**config.mk**
```make
export PLATFORM = sky130hd
export DESIGN_NAME = humidity_temp_frame_decoder_core
export DESIGN_NICKNAME = d
export VERILOG_FILES = /design/src/rtl/htfd_pkg.sv /design/src/rtl/htfd_crc8.sv /design/src/rtl/humidity_temp_frame_decoder_core.sv
export SDC_FILE = /design/constraint.sdc
export NUM_CORES = 1
export LEC_CHECK = 0
export ABC_AREA = 1
export BUFFER_PORTS_ARGS = -buffer_cell sky130_fd_sc_hd__buf_2
export CORE_ASPECT_RATIO = 0.75
export CORE_UTILIZATION = 45
export CTS_BUF_LIST = sky130_fd_sc_hd__clkbuf_4 sky130_fd_sc_hd__clkbuf_8
export DETAILED_ROUTE_END_ITERATION = 6
export GPL_TIMING_DRIVEN = 0
export PLACE_DENSITY = 0.69
export SLEW_MARGIN = 20
export SYNTH_ARGS = -nofsm -noshare
export SYNTH_HDL_FRONTEND = slang
export SYNTH_SLANG_ARGS = --single-unit
```
**constraint.sdc**
```tcl
create_clock -name clk -period 8.04 [get_ports clk]
set_clock_uncertainty 0.2 [all_clocks]
set_input_delay 0 -clock clk [delete_from_list [all_inputs] [get_ports clk]]
set_output_delay 0 -clock clk [all_outputs]
set_load 0.005 [all_outputs]
```
**src/rtl/htfd_pkg.sv**
```systemverilog
// Shared constants, types and the CRC-8 byte step for the frame decoder.
// Used by htfd_crc8 and humidity_temp_frame_decoder_core; no dependencies.
`timescale 1ns / 1ps
`default_nettype none

package htfd_pkg;

  typedef logic [7:0] byte_t;

  localparam byte_t        CRC_POLY    = 8'h31;
  localparam byte_t        CRC_INIT    = 8'h00;
  localparam logic [15:0]  STATUS_MASK = 16'hFFFC;
  localparam logic [14:0]  T_SCALE     = 15'd17572;
  localparam logic [14:0]  T_OFFSET    = 15'd4685;
  localparam logic [10:0]  RH_SCALE    = 11'd1250;
  // Humidity offset of sixty tenths less the rounding term of five tenths.
  localparam logic [10:0]  RH_BIAS     = 11'd55;
  // Below this raw value the rounded humidity is zero or negative.
  localparam logic [10:0]  RH_ZERO_LIM = 11'd65;
  localparam logic [6:0]   RH_MAX      = 7'd100;
  localparam logic [3:0]   ROUND_HALF  = 4'd5;
  // x / 10 == (x * DIV10_MUL) >> DIV10_SHIFT for every 16-bit x.
  localparam logic [15:0]  DIV10_MUL   = 16'd52429;
  localparam int           DIV10_SHIFT = 19;

  // One byte of CRC-8, MSB first.
  function automatic byte_t crc8_byte(input byte_t c_in, input byte_t data);
    byte_t c;
    c = c_in ^ data;
    for (int k = 0; k < 8; k++) begin
      if (c[7]) begin
        c = (c << 1) ^ CRC_POLY;
      end else begin
        c = c << 1;
      end
    end
    return c;
  endfunction

endpackage

`default_nettype wire

```
**src/rtl/htfd_crc8.sv**
```systemverilog
// CRC-8 check of one two-byte word against its received CRC byte.
// Depends on htfd_pkg for the polynomial, seed and byte step.
`timescale 1ns / 1ps
`default_nettype none

module htfd_crc8
  import htfd_pkg::*;
(
  input  wire byte_t msb,
  input  wire byte_t lsb,
  input  wire byte_t crc,
  output logic       match
);

  byte_t crc_hi;
  byte_t crc_full;

  always_comb begin
    crc_hi   = crc8_byte(CRC_INIT, msb);
    crc_full = crc8_byte(crc_hi, lsb);
    match    = (crc_full == crc);
  end

endmodule

`default_nettype wire

```
**src/rtl/humidity_temp_frame_decoder_core.sv**
```systemverilog
// Top level of the humidity/temperature frame decoder: a three-stage pipeline.
// Depends on htfd_pkg and htfd_crc8.
`timescale 1ns / 1ps
`default_nettype none

// Usage
// A frame word (two data words of the sensor, each with its CRC-8 byte) is
// offered on the six byte ports and taken at any rising edge where start is
// high and busy is low. The block never refuses a word, so busy is always
// low and a new frame may be taken in every cycle.
// Stage one registers the frame. Stage two checks both CRC-8 values
// (polynomial 0x31, seed zero), strips the status bits and forms the two
// scaled products. Stage three removes the offsets, rounds temperature to
// tenths (halves away from zero), rounds humidity to whole percent, clamps
// it to 0..100 and zeroes both values when a CRC fails.
// The result word appears on frame_ok, temp_tenths and humidity_pct with done
// high once the frame has passed the stage one, two and three registers in
// turn. Throughput is one frame per cycle, set by the pipeline having one
// register per stage and no shared unit.
// Each result is shown for exactly one cycle; the receiver cannot stall it
// and must take it at the edge that ends that cycle.
// A synchronous reset clears the stage valid flags and done, which drops
// any frames in flight; payload registers are not reset.
module humidity_temp_frame_decoder_core
  import htfd_pkg::*;
(
  input  wire         clk,
  input  wire         rst,
  input  wire         start,
  output logic        busy,
  input  wire  byte_t temp_msb,
  input  wire  byte_t temp_lsb,
  input  wire  byte_t temp_crc,
  input  wire  byte_t hum_msb,
  input  wire  byte_t hum_lsb,
  input  wire  byte_t hum_crc,
  output logic        done,
  output logic        frame_ok,
  output logic signed [11:0] temp_tenths,
  output logic [6:0]  humidity_pct
);

  // The pipeline has no back pressure, so the block is never busy.
  assign busy = 1'b0;

  // Stage one: registered frame.
  logic  p1_valid;
  byte_t p1_temp_msb, p1_temp_lsb, p1_temp_crc;
  byte_t p1_hum_msb, p1_hum_lsb, p1_hum_crc;

  always_ff @(posedge clk) begin
    if (rst) begin
      p1_valid <= 1'b0;
    end else begin
      p1_valid <= start && !busy;
    end
  end

  always_ff @(posedge clk) begin
    if (start && !busy) begin
      p1_temp_msb <= temp_msb;
      p1_temp_lsb <= temp_lsb;
      p1_temp_crc <= temp_crc;
      p1_hum_msb  <= hum_msb;
      p1_hum_lsb  <= hum_lsb;
      p1_hum_crc  <= hum_crc;
    end
  end

  // Stage two: CRC checks and the scaling products.
  logic        temp_match, hum_match;
  logic [15:0] t_word, h_word;
  logic [30:0] t_prod;
  logic [26:0] h_prod;

  htfd_crc8 u_temp_crc (
    .msb   (p1_temp_msb),
    .lsb   (p1_temp_lsb),
    .crc   (p1_temp_crc),
    .match (temp_match)
  );

  htfd_crc8 u_hum_crc (
    .msb   (p1_hum_msb),
    .lsb   (p1_hum_lsb),
    .crc   (p1_hum_crc),
    .match (hum_match)
  );

  always_comb begin
    t_word = {p1_temp_msb, p1_temp_lsb} & STATUS_MASK;
    h_word = {p1_hum_msb, p1_hum_lsb} & STATUS_MASK;
    // Only bit sixteen and up of each product is kept downstream.
    t_prod = 31'(t_word) * 31'(T_SCALE);
    h_prod = 27'(h_word) * 27'(RH_SCALE);
  end

  logic        p2_valid;
  logic        p2_ok;
  logic [14:0] p2_t_raw;
  logic [10:0] p2_h_raw;

  always_ff @(posedge clk) begin
    if (rst) begin
      p2_valid <= 1'b0;
    end else begin
      p2_valid <= p1_valid;
    end
  end

  always_ff @(posedge clk) begin
    p2_ok    <= temp_match && hum_match;
    p2_t_raw <= t_prod[30:16];
    p2_h_raw <= h_prod[26:16];
  end

  // Stage three: offsets, rounding by a reciprocal multiply, clamp.
  logic        t_neg;
  logic [14:0] t_mag_wide;
  logic [13:0] t_mag;
  logic [29:0] t_div_prod;
  logic [10:0] t_quot;
  logic [11:0] t_signed_next;
  logic [10:0] h_adj;
  logic [26:0] h_div_prod;
  logic [7:0]  h_quot;
  logic [6:0]  h_pct_next;

  always_comb begin
    // Hundredths are t_raw - offset; round magnitude then restore sign.
    t_neg = p2_t_raw < T_OFFSET;
    if (t_neg) begin
      t_mag_wide = T_OFFSET - p2_t_raw + 15'(ROUND_HALF);
    end else begin
      t_mag_wide = p2_t_raw - T_OFFSET + 15'(ROUND_HALF);
    end
    t_mag      = t_mag_wide[13:0];
    t_div_prod = 30'(t_mag) * 30'(DIV10_MUL);
    t_quot     = t_div_prod[29:DIV10_SHIFT];
    if (t_neg) begin
      t_signed_next = -{1'b0, t_quot};
    end else begin
      t_signed_next = {1'b0, t_quot};
    end

    // Humidity tenths plus five, truncated; values that round to zero or
    // below come out as zero.
    h_adj      = p2_h_raw - RH_BIAS;
    h_div_prod = 27'(h_adj) * 27'(DIV10_MUL);
    h_quot     = h_div_prod[26:DIV10_SHIFT];
    if (p2_h_raw < RH_ZERO_LIM) begin
      h_pct_next = 7'd0;
    end else if (h_quot > 8'(RH_MAX)) begin
      h_pct_next = RH_MAX;
    end else begin
      h_pct_next = h_quot[6:0];
    end
  end

  always_ff @(posedge clk) begin
    if (rst) begin
      done <= 1'b0;
    end else begin
      done <= p2_valid;
    end
  end

  // A frame that fails either CRC reports zeros in both value fields.
  always_ff @(posedge clk) begin
    frame_ok     <= p2_ok;
    temp_tenths  <= p2_ok ? t_signed_next : 12'sd0;
    humidity_pct <= p2_ok ? h_pct_next : 7'd0;
  end

endmodule

`default_nettype wire

```
==> impl_results.md <==
- Reg2reg setup slack: around 470 ps
- Cell repeated most along the worst path: nor2_1
- Post-Syn Area: roughly 16000 um2
- Clk buf depth: 2
- Placed wire-length estimate: 29500 um
- IO Pins: 73
- Final antenna-violating net count: 0
- CTS sink count: 98
- HP Start: start
- Clock latency on the worst-skew pair: 400 ps
- # port buffers: just over 70
- Reg-to-reg startpoint: p2_t_raw[7]
- Commonest non-fill, non-tap cell in the layout: inv_1
- CTS tree: built
- Total gr overflow: 0
- Residual DRC: 0
- Pin count of the biggest net entering global routing: 50
- Place WS: -398 ps
- Clock slew at reported path FFs: 110 ps
- Cell row count: 58
- Min cycle time layout: 7570 ps
- Final setup margin: ~470 ps
- Max-slew headroom: 30.8%
- Crit path capture type: register
- Final WL: 34700 um
- Cell area after layout: 17300 um2
- Cells on worst reg2reg path: 36
- Final setup violation count: 0
- Slew Limit Fails: 0
- Syn_nets: 2371
- Die area: 35400 um2
- Crit path largest cell delay: 550 ps
- Placed Cells: 2387
- Total core area: 33800 um2
- Root buffer cell: clkbuf_8
- Drt first-iter violations: 544
- Fmax: 132 MHz
- Max-cap violations: 0
- Ys async rst share: 0%
- Gr usage total: between 20% and 30%
- Post-synth cell types: 50
- Fill cells: between 3000 and 4000
- Utilization after layout: 51.1%
- Final Instance Count excl. Fillers: 2456
- Number of synthesized flops with an enable pin: 48
- Slowest CP cell: fa_1
- WS Path Type: register to register
- Worst R2R End: temp_tenths[10]
- Avg Synthesized Cell Area: 8.35 um2
- Num CTS Buffers: 9
- # diodes: 0
- Wire per inst: 14.1 um
- Hold Crit Class: primary input to register
- Placer Congestion: 0.923
- Initial antenna violation count: 0
- Die width: 217 um
- Worst-Margin Slew: 1040 ps
- First-pass GRT wire length: about 58000 um
- Synth Instances: ~1900
- Worst-path fanout max: 10
- Routed vias/inst: approximately 5
- Drt first pass iters: 5
- Crit start category: register
- Layout area overhead: 11.0%
- Via count: 12100
- Vias in the first global route: 12300
- Yosys reg bits: 98
- Die Y: ~160 um
- Yosys warns: 0
- Most frequent cells in the layout: inv_1 (419), ha_1 (315), nand2_1 (303)
- Share of cells above drive strength 1: around 7.7%
- Post-synthesis sequential area ratio: 15.7%
- Final period util: between 90 and 100%
- Data arrival, critical path: 7700 ps
- Final net count: approximately 2500
- Initial Util: 46.0%
- Placed cell area: 16500 um2
- Synth Flop Type: dfxtp_1
- Hold Vio Cnt, Final: 0
- Hold endpoint: p1_valid
- Critical Path RT: 8170 ps
- Status: complete, no violations
- Worst Hold Depth: 3
- Unrepaired setup endpoints after global routing: false
- H-tree depth: 3
-- registers in the layout (all words and copies together) (netlist names) --
signal        flops
p1_temp_msb       8
temp_tenths      12
p1_hum_msb        8
frame_ok          1
p2_h_raw         11
p1_valid          1
p1_hum_lsb        8
p2_t_raw         15
p1_temp_lsb       8
done              1
p1_hum_crc        8
humidity_pct      7
p1_temp_crc       8
p2_valid          1
p2_ok             1
-- kinds of logic after synthesis --
| kind of cell | synth area share, % |
|---|---|
| other | 0.0241 |
| adders and majority gates | 43.2 |
| and+or+nand+nor | 15.1 |
| DFF | 15.7 |
| AOI/OAI and AO/OA | 7.30 |
| xor gates and xnor gates | 8.04 |
| buffers and inverters | 10.6 |
-- worst max-delay path, delay by kind of cell (launching register included) --
kind	cells	cell delay, ps
simple gates	15	1850
xor+xnor	3	540
buf+inv	7	610
compound gates	3	600
flops	1	370
fa+ha+maj	8	3280
-- metrics by stage --
stage / setup TNS, ps / hold WS [ps]
global route: 0 / 66.6
detailed placement: -2120 / -21.9
global placement: -2130 / -23.7
CTS: 0 / 28.6
floorplan: 0 / -129
finish: 0 / 59.3
-- routing by layer --
metal | share of wire (%) | global-route usage (%)
met5 | 0 | 0
met2 | 44 | 33.5
met1 | 49 | 28.8
met4 | 0.93 | 3.10
met3 | 5.5 | 3.93
-- worst max path at each step --
stage | from | endpoint | depth (start not counted)
6_report | p2_t_raw[7] | temp_tenths[10] | 36
5_1_grt | p2_t_raw[4] | temp_tenths[10] | 39
3_5_place_dp | p2_t_raw[0] | temp_tenths[10] | 37
4_1_cts | p2_t_raw[4] | temp_tenths[10] | 39
2_1_floorplan | p2_t_raw[0] | temp_tenths[10] | 37
3_3_place_gp | p2_t_raw[0] | temp_tenths[10] | 37
-- synth_stat cells (8+ instances only) --
cell | number | area, um2
nand3_1 | 75 | 375
o21ai_0 | 57 | 285
inv_1 | 422 | 1580
a21oi_1 | 95 | 475
edfxtp_1 | 48 | 1440
xor2_1 | 69 | 604
nand4_1 | 20 | 125
xnor2_1 | 33 | 289
xor2_2 | 10 | 163
fa_1 | 139 | 2780
ha_1 | 315 | 3940
dfxtp_1 | 50 | 1000
inv_2 | 8 | 30.0
nand2_1 | 303 | 1140
nor3_1 | 17 | 85.1
nand3b_1 | 10 | 75.1
nor2_1 | 96 | 360
-- timing repair --
item	CTS	global route
pin swaps	0	2
endpoints found under the hold margin	51	0
hold buffers	49	0
buffers inserted	1	3
resized for setup	5	16
endpoints found under the setup margin	11	11
-- area by class of cell --
| type | count | area, um2 | share of cell area (%) |
|---|---|---|---|
| plain buffers | 8 | 56.3 | 0.326 |
| clock buffers | 10 | 131 | 0.760 |
| repair buffers | 124 | 876 | 5.07 |
| flip-flops and latches | 98 | 2440 | 14.1 |
| multi-input cells | 1330 | 11500 | 66.7 |
| inverters | 430 | 1620 | 9.36 |
| well taps | 450 | 563 | 3.26 |
| clock inverters | 6 | 71.3 | 0.413 |
Power is not shown: default switching activity piles up to over one toggle a cycle in this logic, so the estimate is an artifact.
